===== src/rtl/core/smie_pkg.sv =====
// Shared types, opcode codes and sequencer states for the stack machine executor.
// Depends on nothing; smie_divider, smie_alu and the top level refer to it by scoped names.
`default_nettype none
package smie_pkg;

    localparam int unsigned MEM_WORDS_DEFAULT = 16384;

    typedef enum logic [1:0] {
        FUNC_WRITE = 2'd0,
        FUNC_EXEC  = 2'd1,
        FUNC_SETPC = 2'd2,
        FUNC_NOP   = 2'd3
    } func_t;

    localparam logic [5:0] OP_LEA  = 6'd0;
    localparam logic [5:0] OP_IMM  = 6'd1;
    localparam logic [5:0] OP_ADDR = 6'd2;
    localparam logic [5:0] OP_JMP  = 6'd3;
    localparam logic [5:0] OP_JSR  = 6'd4;
    localparam logic [5:0] OP_BZ   = 6'd5;
    localparam logic [5:0] OP_BNZ  = 6'd6;
    localparam logic [5:0] OP_ENT  = 6'd7;
    localparam logic [5:0] OP_ADJ  = 6'd8;
    localparam logic [5:0] OP_LEV  = 6'd9;
    localparam logic [5:0] OP_LI   = 6'd10;
    localparam logic [5:0] OP_LC   = 6'd11;
    localparam logic [5:0] OP_SI   = 6'd12;
    localparam logic [5:0] OP_SC   = 6'd13;
    localparam logic [5:0] OP_PSH  = 6'd14;
    localparam logic [5:0] OP_OR   = 6'd15;
    localparam logic [5:0] OP_XOR  = 6'd16;
    localparam logic [5:0] OP_AND  = 6'd17;
    localparam logic [5:0] OP_EQ   = 6'd18;
    localparam logic [5:0] OP_NE   = 6'd19;
    localparam logic [5:0] OP_LT   = 6'd20;
    localparam logic [5:0] OP_GT   = 6'd21;
    localparam logic [5:0] OP_LE   = 6'd22;
    localparam logic [5:0] OP_GE   = 6'd23;
    localparam logic [5:0] OP_SHL  = 6'd24;
    localparam logic [5:0] OP_SHR  = 6'd25;
    localparam logic [5:0] OP_ADD  = 6'd26;
    localparam logic [5:0] OP_SUB  = 6'd27;
    localparam logic [5:0] OP_MUL  = 6'd28;
    localparam logic [5:0] OP_DIV  = 6'd29;
    localparam logic [5:0] OP_MOD  = 6'd30;
    localparam logic [5:0] OP_EXIT = 6'd31;

    localparam logic [1:0] ST_RUN     = 2'd0;
    localparam logic [1:0] ST_EXITED  = 2'd1;
    localparam logic [1:0] ST_UNKNOWN = 2'd2;

    typedef enum logic [3:0] {
        S_IDLE,
        S_RD1,      // first memory read issued
        S_RD1W,     // first read data available
        S_RD2W,     // second read data available
        S_DIV,      // divider running
        S_DONE      // result ready to go out
    } state_t;

    // Divider request and response.
    typedef struct packed {
        logic        start;
        logic [31:0] dividend;
        logic [31:0] divisor;
    } div_req_t;

    typedef struct packed {
        logic        busy;
        logic        done;
        logic [31:0] quot;
        logic [31:0] rem;
    } div_rsp_t;

    function automatic logic [31:0] sext8(input logic [7:0] b);
        return {{24{b[7]}}, b};
    endfunction

endpackage
`default_nettype wire


===== src/rtl/core/smie_alu.sv =====
// Shared combinational unit for logic, compare, shift, add, subtract and multiply.
// Depends on smie_pkg for opcode codes.
`default_nettype none
module smie_alu (
    input  wire  [5:0]  op,
    input  wire  [31:0] l,
    input  wire  [31:0] r,
    output logic [31:0] y
);
    logic slt_lr, slt_rl;
    logic [4:0] sh;

    always_comb begin
        slt_lr = $signed(l) < $signed(r);
        slt_rl = $signed(r) < $signed(l);
        sh     = r[4:0];
        unique case (op)
            smie_pkg::OP_OR:  y = l | r;
            smie_pkg::OP_XOR: y = l ^ r;
            smie_pkg::OP_AND: y = l & r;
            smie_pkg::OP_EQ:  y = {31'd0, l == r};
            smie_pkg::OP_NE:  y = {31'd0, l != r};
            smie_pkg::OP_LT:  y = {31'd0, slt_lr};
            smie_pkg::OP_GT:  y = {31'd0, slt_rl};
            smie_pkg::OP_LE:  y = {31'd0, !slt_rl};
            smie_pkg::OP_GE:  y = {31'd0, !slt_lr};
            smie_pkg::OP_SHL: y = l << sh;
            smie_pkg::OP_SHR: y = $unsigned($signed(l) >>> sh);
            smie_pkg::OP_ADD: y = l + r;
            smie_pkg::OP_SUB: y = l - r;
            smie_pkg::OP_MUL: y = l * r;
            default:          y = l;
        endcase
    end
endmodule
`default_nettype wire


===== config.mk =====
export PLATFORM = sky130hd
export DESIGN_NAME = smie_alu
export DESIGN_NICKNAME = d
export VERILOG_FILES = /design/src/rtl/core/smie_pkg.sv /design/src/rtl/core/smie_alu.sv
export SDC_FILE = /design/constraint.sdc
export NUM_CORES = 2
export LEC_CHECK = 0
export ABC_AREA = 0
export BUFFER_PORTS_ARGS = -buffer_cell sky130_fd_sc_hd__buf_2
export CORE_MARGIN = 3
export CORE_UTILIZATION = 35
export DETAILED_ROUTE_END_ITERATION = 10
export PLACE_DENSITY = 0.61
export SLEW_MARGIN = 5
export SYNTH_ARGS = -nofsm -noshare
export SYNTH_HDL_FRONTEND = slang
export SYNTH_SLANG_ARGS = --single-unit

===== constraint.sdc =====
create_clock -name vclk -period 23.1
set_clock_uncertainty 0.2 [all_clocks]
set_input_delay 2.31 -clock vclk [all_inputs]
set_output_delay 2.31 -clock vclk [all_outputs]
set_load 0.05 [all_outputs]

==> results.md <==
- Layout cells sized above 1: 0.0792
- CTS hold repair buffers: 0
- Post-route ant nets: 0
- Vias per cell: 6.01
- Die ar.: 72500 um^2
- Register Area: 0 um^2
- Initial Util: 0.357
- Worst path bufs/invs: 10
- Most frequent cells in the layout: inv_1 (465), nor2_1 (455), fa_1 (410)
- Gr ovfl total: 0
- Commonest non-fill, non-tap cell in the layout: inv_1
- Pre-CTS WS: 9.96 ns
- Final setup margin: 9.73 ns
- Worst path slowest cell: clkinv_1
- Data required time of the worst path: 20.59 ns
- Top Family by Delay on Critical Path: adder cells
- Layout Area Growth over Synthesis: 5.56%
- Vias in the first global route: 23200
- GRT Resource Usage Total: 0.291
- Core area: 67900 um^2
- Total number of yosys warnings: 0
- Post-synthesis net count: 3762
- Final WL: 108000 um
- Setup violators final: 0
- Drt drc: 0
- Initial DRC Count: 3162
- Hold Path Class: input pin to primary output
- Startpoint types: input pin
- Cell mode on critical path: fa_1
- Synth unique cells: 76
- RSZ-0062 raised after global routing: no
- Placer's final routability congestion estimate: 1.03
- Syn Std Cell Area: 24300 um^2
- Vias: 23600
- CP peak stage delay: 0.94 ns
- Final worst path period need: 13.37 ns
- Clock buffer count: 0
- Slew @ Worst Pin: 1.23 ns
- Final period utilization: 0.579
- Wirelength per Cell: 27.6 um
- Setup TNS: 0 ns
- Final #Nets: 3725
- Hold_sp: op[2]
- Worst hold path cell count: 6
- DRT Pass-1 Iters: 6
- Kind of critical path: input pin to primary output
- Fin. Hold Viols: 0
- FMAX: 74.8 MHz
- Setup bufs post-CTS: 0
- Status: finished clean
- Crit end category: primary output
- Site row count: 95
- Critical path arrival: 10.86 ns
- Seq Cell Count: 0
- Sequential fraction of the synthesis area: 0
- Initial antenna violation count: 5
- Largest net degree at the start of global routing: 65
- Cells after Synth: 3031
- Post-CTS sizing: 0
- Pins Over Slew Limit: 0
- Largest fanout on the critical path: 20
- Num ports: 102
- Hpwl dp: 82200 um
- First-pass GRT wire length: 158000 um
- Die Wd: 269 um
- Mean Syn Cell Area: 8.00 um^2
- Port Buf Inserts: 102
- Die H: 269 um
- Slew HR: 0.167
- Hold Crit Endpoint: y[0]
- Max_cap viols: 0
tightest hold or removal path, stage by stage:
cell	delay [ns]
buf_2	0.12
nand2_1	0.11
nor2_1	0.05
nand2_1	0.06
nand4b_1	0.09
buf_2	0.22
worst max path at each step:
stage,slack [ns],depth (start not counted),startpoint,endpoint
after floorplan,10.02,28,r[2],y[27]
after global placement,10.13,29,l[5],y[27]
after detailed placement,9.96,24,l[5],y[28]
after CTS,9.96,24,l[5],y[28]
after global routing,9.54,29,l[5],y[27]
final,9.73,29,l[5],y[27]
stage by stage:
stage          hold WS (ns)   util  cell area [um^2]  std cells
2_1_floorplan          4.82      -             24300       3031
5_1_grt                5.08  0.377             25600       3913
6_report               5.08  0.377             25600       3920
3_3_place_gp           5.08  0.377             25600       3913
3_5_place_dp           5.08  0.377             25600       3913
4_1_cts                5.08  0.377             25600       3913
per-layer routing:
metal  global-route usage  up-vias  wire length (um)
met3               0.0833      349             14000
met1                0.390    11700             41800
met2                0.432     1663             45800
met5                    0        -                30
li1                     -     9830                 -
met4                0.135        4              6510
synthesized netlist by cell type, types with 43 or more instances:
master    number  area, um^2
mux2i_1       48         480
a21oi_1      130         651
mux4_2        61        1370
inv_1        466        1750
fa_1         410        8210
xnor2_1       76         666
ha_1         251        3140
o21ai_0      117         586
clkbuf_1     148         556
nand2_1      300        1130
nor3_1        43         215
nor2_1       456        1710
cells by family (layout without fill, tap and decap cells):
| logic type | Yosys count | in the layout | synth area share |
|---|---|---|---|
| buffers and inverters | 674 | 635 | 0.105 |
| xor gates and xnor gates | 104 | 104 | 0.0381 |
| adders and majority gates | 661 | 661 | 0.468 |
| other | 0 | 7 | 0 |
| and+or+nand+nor | 952 | 952 | 0.167 |
| AOI/OAI and AO/OA | 529 | 529 | 0.145 |
| muxes | 111 | 111 | 0.0774 |
area by class of cell:
| class | count | area [um^2] |
|---|---|---|
| Fill cell | 7113 | 42300 |
| Multi-Input combinational cell | 2357 | 21700 |
| Inverter | 484 | 1820 |
| Tap cell | 921 | 1150 |
| Timing Repair Buffer | 151 | 883 |
| Antenna cell | 7 | 17.5 |
