**config.mk**
```make
export PLATFORM = sky130hd
export DESIGN_NAME = smie_divider
export DESIGN_NICKNAME = d
export VERILOG_FILES = /design/src/rtl/core/smie_pkg.sv /design/src/rtl/core/smie_divider.sv
export SDC_FILE = /design/constraint.sdc
export NUM_CORES = 1
export LEC_CHECK = 0
export BUFFER_PORTS_ARGS = -buffer_cell sky130_fd_sc_hd__buf_2
export CAP_MARGIN = 0
export CORE_MARGIN = 3
export CORE_UTILIZATION = 51
export CTS_BUF_LIST = sky130_fd_sc_hd__clkbuf_4
export CTS_CLUSTER_SIZE = 24
export DETAILED_ROUTE_END_ITERATION = 6
export GPL_TIMING_DRIVEN = 0
export PLACE_DENSITY = 0.79
export SETUP_SLACK_MARGIN = 0.4
export SLEW_MARGIN = 20
export SYNTH_ARGS = -nofsm -noshare
export SYNTH_HDL_FRONTEND = slang
export SYNTH_SLANG_ARGS = --single-unit
```
**constraint.sdc**
```tcl
create_clock -name aclk -period 3.12 [get_ports aclk]
set_input_delay 0.624 -clock aclk [delete_from_list [all_inputs] [get_ports aclk]]
set_output_delay 0.624 -clock aclk [all_outputs]
set_load 0.01 [all_outputs]
```
**src/rtl/core/smie_pkg.sv**
```systemverilog
// Shared types, opcode codes and sequencer states for the stack machine executor.
// Depends on nothing; smie_divider, smie_alu and the top level refer to it by scoped names.
`default_nettype none
package smie_pkg;

    localparam int unsigned MEM_WORDS_DEFAULT = 16384;

    typedef enum logic [1:0] {
        FUNC_WRITE = 2'd0,
        FUNC_EXEC  = 2'd1,
        FUNC_SETPC = 2'd2,
        FUNC_NOP   = 2'd3
    } func_t;

    localparam logic [5:0] OP_LEA  = 6'd0;
    localparam logic [5:0] OP_IMM  = 6'd1;
    localparam logic [5:0] OP_ADDR = 6'd2;
    localparam logic [5:0] OP_JMP  = 6'd3;
    localparam logic [5:0] OP_JSR  = 6'd4;
    localparam logic [5:0] OP_BZ   = 6'd5;
    localparam logic [5:0] OP_BNZ  = 6'd6;
    localparam logic [5:0] OP_ENT  = 6'd7;
    localparam logic [5:0] OP_ADJ  = 6'd8;
    localparam logic [5:0] OP_LEV  = 6'd9;
    localparam logic [5:0] OP_LI   = 6'd10;
    localparam logic [5:0] OP_LC   = 6'd11;
    localparam logic [5:0] OP_SI   = 6'd12;
    localparam logic [5:0] OP_SC   = 6'd13;
    localparam logic [5:0] OP_PSH  = 6'd14;
    localparam logic [5:0] OP_OR   = 6'd15;
    localparam logic [5:0] OP_XOR  = 6'd16;
    localparam logic [5:0] OP_AND  = 6'd17;
    localparam logic [5:0] OP_EQ   = 6'd18;
    localparam logic [5:0] OP_NE   = 6'd19;
    localparam logic [5:0] OP_LT   = 6'd20;
    localparam logic [5:0] OP_GT   = 6'd21;
    localparam logic [5:0] OP_LE   = 6'd22;
    localparam logic [5:0] OP_GE   = 6'd23;
    localparam logic [5:0] OP_SHL  = 6'd24;
    localparam logic [5:0] OP_SHR  = 6'd25;
    localparam logic [5:0] OP_ADD  = 6'd26;
    localparam logic [5:0] OP_SUB  = 6'd27;
    localparam logic [5:0] OP_MUL  = 6'd28;
    localparam logic [5:0] OP_DIV  = 6'd29;
    localparam logic [5:0] OP_MOD  = 6'd30;
    localparam logic [5:0] OP_EXIT = 6'd31;

    localparam logic [1:0] ST_RUN     = 2'd0;
    localparam logic [1:0] ST_EXITED  = 2'd1;
    localparam logic [1:0] ST_UNKNOWN = 2'd2;

    typedef enum logic [3:0] {
        S_IDLE,
        S_RD1,      // first memory read issued
        S_RD1W,     // first read data available
        S_RD2W,     // second read data available
        S_DIV,      // divider running
        S_DONE      // result ready to go out
    } state_t;

    // Divider request and response.
    typedef struct packed {
        logic        start;
        logic [31:0] dividend;
        logic [31:0] divisor;
    } div_req_t;

    typedef struct packed {
        logic        busy;
        logic        done;
        logic [31:0] quot;
        logic [31:0] rem;
    } div_rsp_t;

    function automatic logic [31:0] sext8(input logic [7:0] b);
        return {{24{b[7]}}, b};
    endfunction

endpackage
`default_nettype wire

```
**src/rtl/core/smie_divider.sv**
```systemverilog
// Radix-2 restoring divider on unsigned 32-bit magnitudes, one quotient bit per cycle.
// Depends on smie_pkg for the request and response structs.
`default_nettype none
module smie_divider (
    input  wire                 aclk,
    input  wire                 aresetn,
    input  smie_pkg::div_req_t  req,
    output smie_pkg::div_rsp_t  rsp
);
    logic [31:0] quot_reg, quot_next;
    logic [31:0] rem_reg, rem_next;
    logic [31:0] dvs_reg, dvs_next;
    logic [5:0]  cnt_reg, cnt_next;
    logic        busy_reg, busy_next;
    logic        done_reg, done_next;
    logic [32:0] trial;

    always_comb begin
        quot_next = quot_reg;
        rem_next  = rem_reg;
        dvs_next  = dvs_reg;
        cnt_next  = cnt_reg;
        busy_next = busy_reg;
        done_next = 1'b0;
        trial     = {rem_reg, quot_reg[31]} - {1'b0, dvs_reg};
        if (req.start) begin
            quot_next = req.dividend;
            rem_next  = '0;
            dvs_next  = req.divisor;
            cnt_next  = 6'd32;
            busy_next = 1'b1;
        end else if (busy_reg) begin
            if (!trial[32]) begin
                rem_next = trial[31:0];
                quot_next = {quot_reg[30:0], 1'b1};
            end else begin
                rem_next = {rem_reg[30:0], quot_reg[31]};
                quot_next = {quot_reg[30:0], 1'b0};
            end
            cnt_next = cnt_reg - 6'd1;
            if (cnt_reg == 6'd1) begin
                busy_next = 1'b0;
                done_next = 1'b1;
            end
        end
    end

    always_ff @(posedge aclk) begin
        quot_reg <= quot_next;
        rem_reg  <= rem_next;
        dvs_reg  <= dvs_next;
        if (!aresetn) begin
            cnt_reg  <= '0;
            busy_reg <= 1'b0;
            done_reg <= 1'b0;
        end else begin
            cnt_reg  <= cnt_next;
            busy_reg <= busy_next;
            done_reg <= done_next;
        end
    end

    assign rsp.busy = busy_reg;
    assign rsp.done = done_reg;
    assign rsp.quot = quot_reg;
    assign rsp.rem  = rem_reg;

`ifndef ASSERT_OFF
    a_done_after_busy: assert property (@(posedge aclk) disable iff (!aresetn)
        done_reg |-> $past(busy_reg)) else $error("divider done without run");
    a_cnt_zero_idle: assert property (@(posedge aclk) disable iff (!aresetn)
        (!busy_reg && !req.start) |=> !busy_reg) else $error("divider started itself");
    a_done_pulse: assert property (@(posedge aclk) disable iff (!aresetn)
        done_reg |=> !done_reg) else $error("divider done held");
`endif
endmodule
`default_nettype wire

```
==> qor.yml, run 1 <==
first_pass_iters: 4
rsz0062_at_grt: "yes"
fmax_mhz: 330
path_buf_inv: 3
fin_area_um2: 7280
multi_input_area_um2: 3080
fin_crit_ns: 3.03
yosysSeqAreaShare: 0.461
grt_overflow: 0
post_drt_wl_per_cell_um: 17.3
hp-class: "input port to flop"
ant_nets: 0
seq_area_um2: 2730
syn_nets: 664
sw_frac_of_total: 0.337
peakVddDrop_mv: 0.403
cp_max_fo: 6
hold-worst-slack_ns: 0.282
status: "complete, no violations"
seqPwrFrac: 0.490
synth-edff-count: 64
netlist_top_cells_count: "edfxtp_1 (64), inv_1 (46), nor2_1 (45)"
gp_congestion: 0.858
cts_sinks: 104
cts-root-buf: "clkbuf_4"
endpoint_kind: "flop"
dieWidth_um: 114
p_comb_frac: 0.320
power.density_nw_per_um2: 472
setup_viol: 0
power_leakage_nw: 3.33
die_h_um: 114
antenna_found_initial: 0
ys_types: 58
hold_violations: 0
area_growth_pct: 23.1
start_util: 0.534
cts_buffers: 9
p_switching_mw: 1.16
grt_use_total: 0.231
first_iter_violations: 240
worstPathRequired_ns: 3.55
path_clk_slew_ns: 0.18
diodes: 0
synth.area.top_cells: "edfxtp_1 (33%), dfxtp_1 (14%), ha_1 (7.2%), mux2_2 (6.1%), mux2i_1 (4.2%)"
place_inst: 834
dpl.hpwl_um: 11000
utilization: 0.657
fp.dieArea_um2: 12900
portBuffers: 132
yosysMostFrequentCell: "edfxtp_1"
p_int_mw: 2.28
synth-seq-cells: 104
post-synth-top-area-fraction: 0.325
path_cells: "inv_2 -> ha_4 -> a21o_1 -> a21o_1 -> a21o_1 -> a2111o_1 -> and2_4 -> or4_4 -> buf_4 -> buf_6 -> and4_1 -> a211o_1 -> a21oi_1"
netlist_area_um2: 5910
async_reset_ff_frac: 0
placed_area_um2: 6830
start_kind: "flop"
clock_latency_ns: 0.50
path_class: "flop to flop"
cts_buffer_depth: 2
slowest_stage: "or4_4"
fin_skew_ns: 0.0354
cpMostUsedCell: "a21o_1"
grt_max_degree: 36
avgSynthCellArea_um2: 10.5
grt_pass1_wl_um: 23800
worstMarginPinSlew_ns: 0.826
critical-path-top-delay-family: "compound AO/OA/AOI/OAI gates"
fillCellCount: 896
finalMaxSlewViolations: 0
drive_gt1_frac: 0.343
synth_warnings: 0
htreeDepth: 3
core_area_um2: 11100
grt_pass1_vias: 4931
vias: 4988
pin_count: 133
netlist.top_cell.by_area: "edfxtp_1"
p_total_mw: 3.43
tritoncts: "yes"
synthFlopType: "edfxtp_1"
max_stage_delay_ns: 0.45
final_cells: 872
slew_headroom: 0.449
synthCells: 562
drv_cap: 0
via_per_inst: 5.72
drc_errors: 0
drt_wl_total_um: 15100
arrival_ns: 3.46
clockPowerShare: 0.190
finalCritPeriodShare: 0.971
nets: 829
rows: 38
[logic make-up (layout without fill, tap and decap cells)]
| family | count (synthesis) | count (layout) | synth area share |
|---|---|---|---|
| mux | 57 | 57 | 0.103 |
| xor+xnor | 31 | 31 | 0.0459 |
| fa+ha+maj | 35 | 35 | 0.0753 |
| simple gates | 134 | 134 | 0.110 |
| compound gates | 132 | 132 | 0.152 |
| buf+inv | 69 | 239 | 0.0525 |
| flops | 104 | 104 | 0.461 |
[final cells by class]
| type | instances | share of cell area |
|---|---|---|
| inverters | 46 | 0.0237 |
| plain buffers | 23 | 0.0189 |
| well taps | 140 | 0.0241 |
| clock buffers | 9 | 0.00928 |
| multi-input cells | 389 | 0.423 |
| flip-flops and latches | 104 | 0.375 |
| repair buffers | 154 | 0.119 |
| clock inverters | 7 | 0.00739 |
[cells in the final DEF (no fill, tap or decap), types with 10 or more instances in the layout]
cell type,synthesis,layout
nand3_1,10,10
inv_1,46,44
mux2i_1,25,21
xor2_1,10,10
xnor2_1,21,21
dfxtp_1,40,37
o21ai_0,16,13
edfxtp_1,64,64
buf_4,2,18
buf_2,0,132
nor2_1,45,45
nand2_1,36,35
a211oi_1,28,22
a21o_1,12,12
ha_1,34,30
mux2_2,32,31
a21oi_1,32,30
clkbuf_1,16,16
[path summary, 6_finish.rpt]
path                                              start  cells after the start                      end  slack [ns]
worst max-delay path              dvs_reg[25]$_DFFE_PP_                     13  rem_reg[0]$_SDFFE_PP0P_        0.09
worst min-delay path                            req[29]                      1    dvs_reg[29]$_DFFE_PP_        0.28
worst max register to register    dvs_reg[25]$_DFFE_PP_                     13  rem_reg[0]$_SDFFE_PP0P_        0.09
worst min register to register  cnt_reg[1]$_SDFFE_PP0P_                      2  cnt_reg[1]$_SDFFE_PP0P_        0.51
[per-stage QoR]
stage | setup TNS, ns | setup slack (ns)
6_report | 0 | 0.0897
3_3_place_gp | 0 | 0.124
4_1_cts | 0 | 0.133
5_1_grt | -0.0523 | -0.0189
3_5_place_dp | 0 | 0.0384
2_1_floorplan | 0 | 0.340
[per-layer routing]
metal,vias to the layer above,share of wire,global-route usage,wire [um]
li1,2393,-,-,-
met1,2366,0.40,0.280,6070
met2,205,0.49,0.396,7420
met3,24,0.089,0.0727,1350
met4,0,0.018,0.0665,270
met5,-,0,0,0
[what timing repair did]
item,CTS,global route
gates cloned,1,0
buffers inserted,14,7
resized for setup,3,31
hold buffers,0,0
endpoints found under the setup margin,33,33
pin swaps,3,11
[power by group through the flow]
| stage | Clock [mW] | Combinational (mW) | Sequential [mW] |
|---|---|---|---|
| floorplan | 0 | 0.659 | 1.73 |
| global placement | 0 | 0.944 | 1.71 |
| detailed placement | 0 | 0.976 | 1.71 |
| CTS | 0.679 | 1.03 | 1.68 |
| global route | 0.722 | 1.20 | 1.70 |
| finish | 0.653 | 1.10 | 1.68 |
(Power assumes the default switching activity.)
==> run 2: changes to the inputs <==
--- a/config.mk
+++ b/config.mk
@@ -7,13 +7,13 @@
 export LEC_CHECK = 0
 export BUFFER_PORTS_ARGS = -buffer_cell sky130_fd_sc_hd__buf_2
 export CAP_MARGIN = 0
-export CORE_MARGIN = 3
 export CORE_UTILIZATION = 51
 export CTS_BUF_LIST = sky130_fd_sc_hd__clkbuf_4
 export CTS_CLUSTER_SIZE = 24
 export DETAILED_ROUTE_END_ITERATION = 6
 export GPL_TIMING_DRIVEN = 0
 export PLACE_DENSITY = 0.79
+export RECOVER_POWER = 25
 export SETUP_SLACK_MARGIN = 0.4
 export SLEW_MARGIN = 20
 export SYNTH_ARGS = -nofsm -noshare
==> constraint.sdc (replaced) <==
create_clock -name aclk -period 3.12 [get_ports aclk]
set_input_delay 0.624 -clock aclk [delete_from_list [all_inputs] [get_ports aclk]]
set_output_delay 0.624 -clock aclk [all_outputs]
set_load 0.05 [all_outputs]
==> run 2 against run 1 <==
Critical path depth decreased by 1. Critical path type unchanged. Sequential cell count unchanged. Final cell count decreased by 1.3%. Power increased by 5.6%. Maximum frequency decreased by 1.7%. Combinational power increased by 16%. Sequential share of layout area increased by 0.89 points. Die area decreased by 6.9%. Non-clock buffer count decreased by 12. Count of clock-buffer cells in the layout increased by 2. First-iteration DRC count decreased by 23%.
==> qor.yml, run 2 (synthesized netlist as in run 1, its figures left out) <==
cts_sinks: 104  # unchanged
setup_viol: 0  # unchanged
path_cells: "inv_2 -> ha_4 -> a21o_1 -> a21o_1 -> a21o_1 -> a2111o_1 -> and2_4 -> or4_4 -> nand3_4 -> buf_12 -> mux2i_2 -> a211oi_2"
start_kind: "flop"
tritoncts: "yes"
via_per_inst: 5.60  # -2.1%
drt_wl_total_um: 14100  # -6.7%
fp.dieArea_um2: 12000  # -6.9%
endpoint_kind: "flop"
cpMostUsedCell: "a21o_1"
area_growth_pct: 20.7
finalSetupTns_ns: 0  # unchanged
gp_congestion: 0.898  # +4.7%
rsz0062_at_grt: "yes"
layout_commonest_cell: "buf_2"
finalMaxSlewViolations: 0  # unchanged
drv_cap: 0  # unchanged
fin_area_um2: 7130  # -2.0%
drc_errors: 0  # unchanged
mostFrequentLayoutCells: "buf_2 (131), edfxtp_1 (64), nor2_1 (45)"
power.density_nw_per_um2: 508  # +7.7%
path_class: "flop to flop"
htreeDepth: 3  # unchanged
worstMarginPinSlew_ns: 0.833  # +0.00700 ns
fin_skew_ns: 0.0341  # -0.00126 ns
vias: 4824  # -3.3%
grt_pass1_wl_um: 22000  # -7.5%
slew_headroom: 0.445  # -0.00467
slowest_stage: "or4_4"
portBuffers: 132  # unchanged
grt_overflow: 0  # unchanged
grt_use_total: 0.241  # +0.00969
pin_count: 133  # unchanged
worstPathRequired_ns: 3.50  # -0.05 ns
hp-class: "input port to flop"
cts-root-buf: "clkbuf_4"
die_h_um: 110  # -3.5%
utilization: 0.644  # -0.0129
grt_max_degree: 36  # unchanged
core_area_um2: 11100  # unchanged
timing.reg2reg.setup_slack_ns: 0.04  # -0.05 ns
placed_area_um2: 6840  # about the same
start_util: 0.534  # unchanged
post_drt_wl_per_cell_um: 16.4  # -5.5%
antenna_found_initial: 1  # +1
finalCritPeriodShare: 0.988  # +0.0166
first_iter_violations: 184  # -23%
fillCellCount: 916  # +2.2%
fmax_mhz: 324  # -1.7%
path_clk_slew_ns: 0.18  # about the same
arrival_ns: 3.46  # about the same
rows: 38  # unchanged
nets: 817  # -1.4%
ctsHoldBuffers: 0  # unchanged
max_stage_delay_ns: 0.45  # about the same
dieWidth_um: 110  # -3.5%
ant_nets: 0  # unchanged
peakVddDrop_mv: 0.410  # +1.8%
grt_pass1_vias: 4801  # -2.6%
hold_violations: 0  # unchanged
drive_gt1_frac: 0.325  # -0.0179
cts_buffers: 9  # unchanged
first_pass_iters: 4  # unchanged
power_leakage_nw: 3.27  # -1.9%
status: "complete, no violations"
dpl.hpwl_um: 10600  # -4.4%
clock_latency_ns: 0.52  # +0.02 ns
cp_max_fo: 10  # +4
fin_crit_ns: 3.08  # +0.0517 ns
cts_buffer_depth: 2  # unchanged
## run 2: cell count changes in the layout (fill, tap and decap cells not counted), moves of 2 or more
cell / before / now
buf_4: 18 / 9
dfxtp_1: 37 / 31
dfxtp_2: 3 / 8
a211oi_1: 22 / 26
a211oi_2: 6 / 2
buf_6: 5 / 2
clkbuf_4: 9 / 11
ha_2: 2 / 0
mux2i_1: 21 / 23
mux2i_2: 4 / 2
## run 2: worst max-delay path: cells and delay by family (launching register included)
family / cells / cell delay, ns
AO/OA/AOI/OAI: 5 / 1.01
adder cells (fa/ha/maj): 1 / 0.20
buffers and inverters: 2 / 0.25
flip-flops: 1 / 0.41
multiplexers: 1 / 0.23
AND/OR/NAND/NOR: 3 / 0.82
## run 2: routing by layer
metal	part of all wire	track usage	vias up
li1	-	-	2357
met5	0	0	-
met3	0.077	0.0871	25
met4	0.022	0.0933	0
met2	0.48	0.412	169
met1	0.42	0.274	2273
## run 2: layout make-up
cell class                      count  area [um2]  share of cell area
Sequential cell                   104        2740               0.384
Timing Repair Buffer              142         762               0.107
Tap cell                          140         175              0.0246
Clock inverter                      5        41.3             0.00579
Clock buffer                       11        82.6              0.0116
Multi-Input combinational cell    389        3020               0.424
Antenna cell                        1        2.50            0.000351
Inverter                           46         173              0.0242
Buffer                             23         138              0.0193
## run 2: report_power, final
part | internal [mW] | total, mW | switching (mW)
clock | 0.191 | 0.665 | 0.474
sequential | 1.60 | 1.68 | 0.0821
combinational | 0.476 | 1.28 | 0.804
## run 2: path summary, 6_finish.rpt
check             cells after the start                     from                       to
setup / recovery                     12    dvs_reg[25]$_DFFE_PP_  rem_reg[2]$_SDFFE_PP0P_
hold / removal                        1                  req[30]    dvs_reg[30]$_DFFE_PP_
setup reg to reg                     12    dvs_reg[25]$_DFFE_PP_  rem_reg[2]$_SDFFE_PP0P_
hold reg to reg                       2  cnt_reg[0]$_SDFFE_PP0P_  cnt_reg[0]$_SDFFE_PP0P_
## run 2: stage by stage
| stage | cells | power, mW | hold slack, ns | worst slack, ns |
|---|---|---|---|---|
| after floorplan | 562 | 2.63 | 0.463 | 0.0604 |
| after global placement | 834 | 2.89 | 0.473 | 0.0225 |
| after detailed placement | 834 | 2.92 | 0.498 | -0.0195 |
| after CTS | 857 | 3.61 | 0.236 | 0.0782 |
| after global routing | 861 | 3.80 | 0.221 | -0.0683 |
| final | 861 | 3.62 | 0.266 | 0.0380 |
## run 2: timing repair
action | in CTS | in global routing
pin swaps | 4 | 4
gates resized for setup | 5 | 14
gates cloned | 1 | 0
setup buffers | 6 | 3
endpoints found under the setup margin | 33 | 33
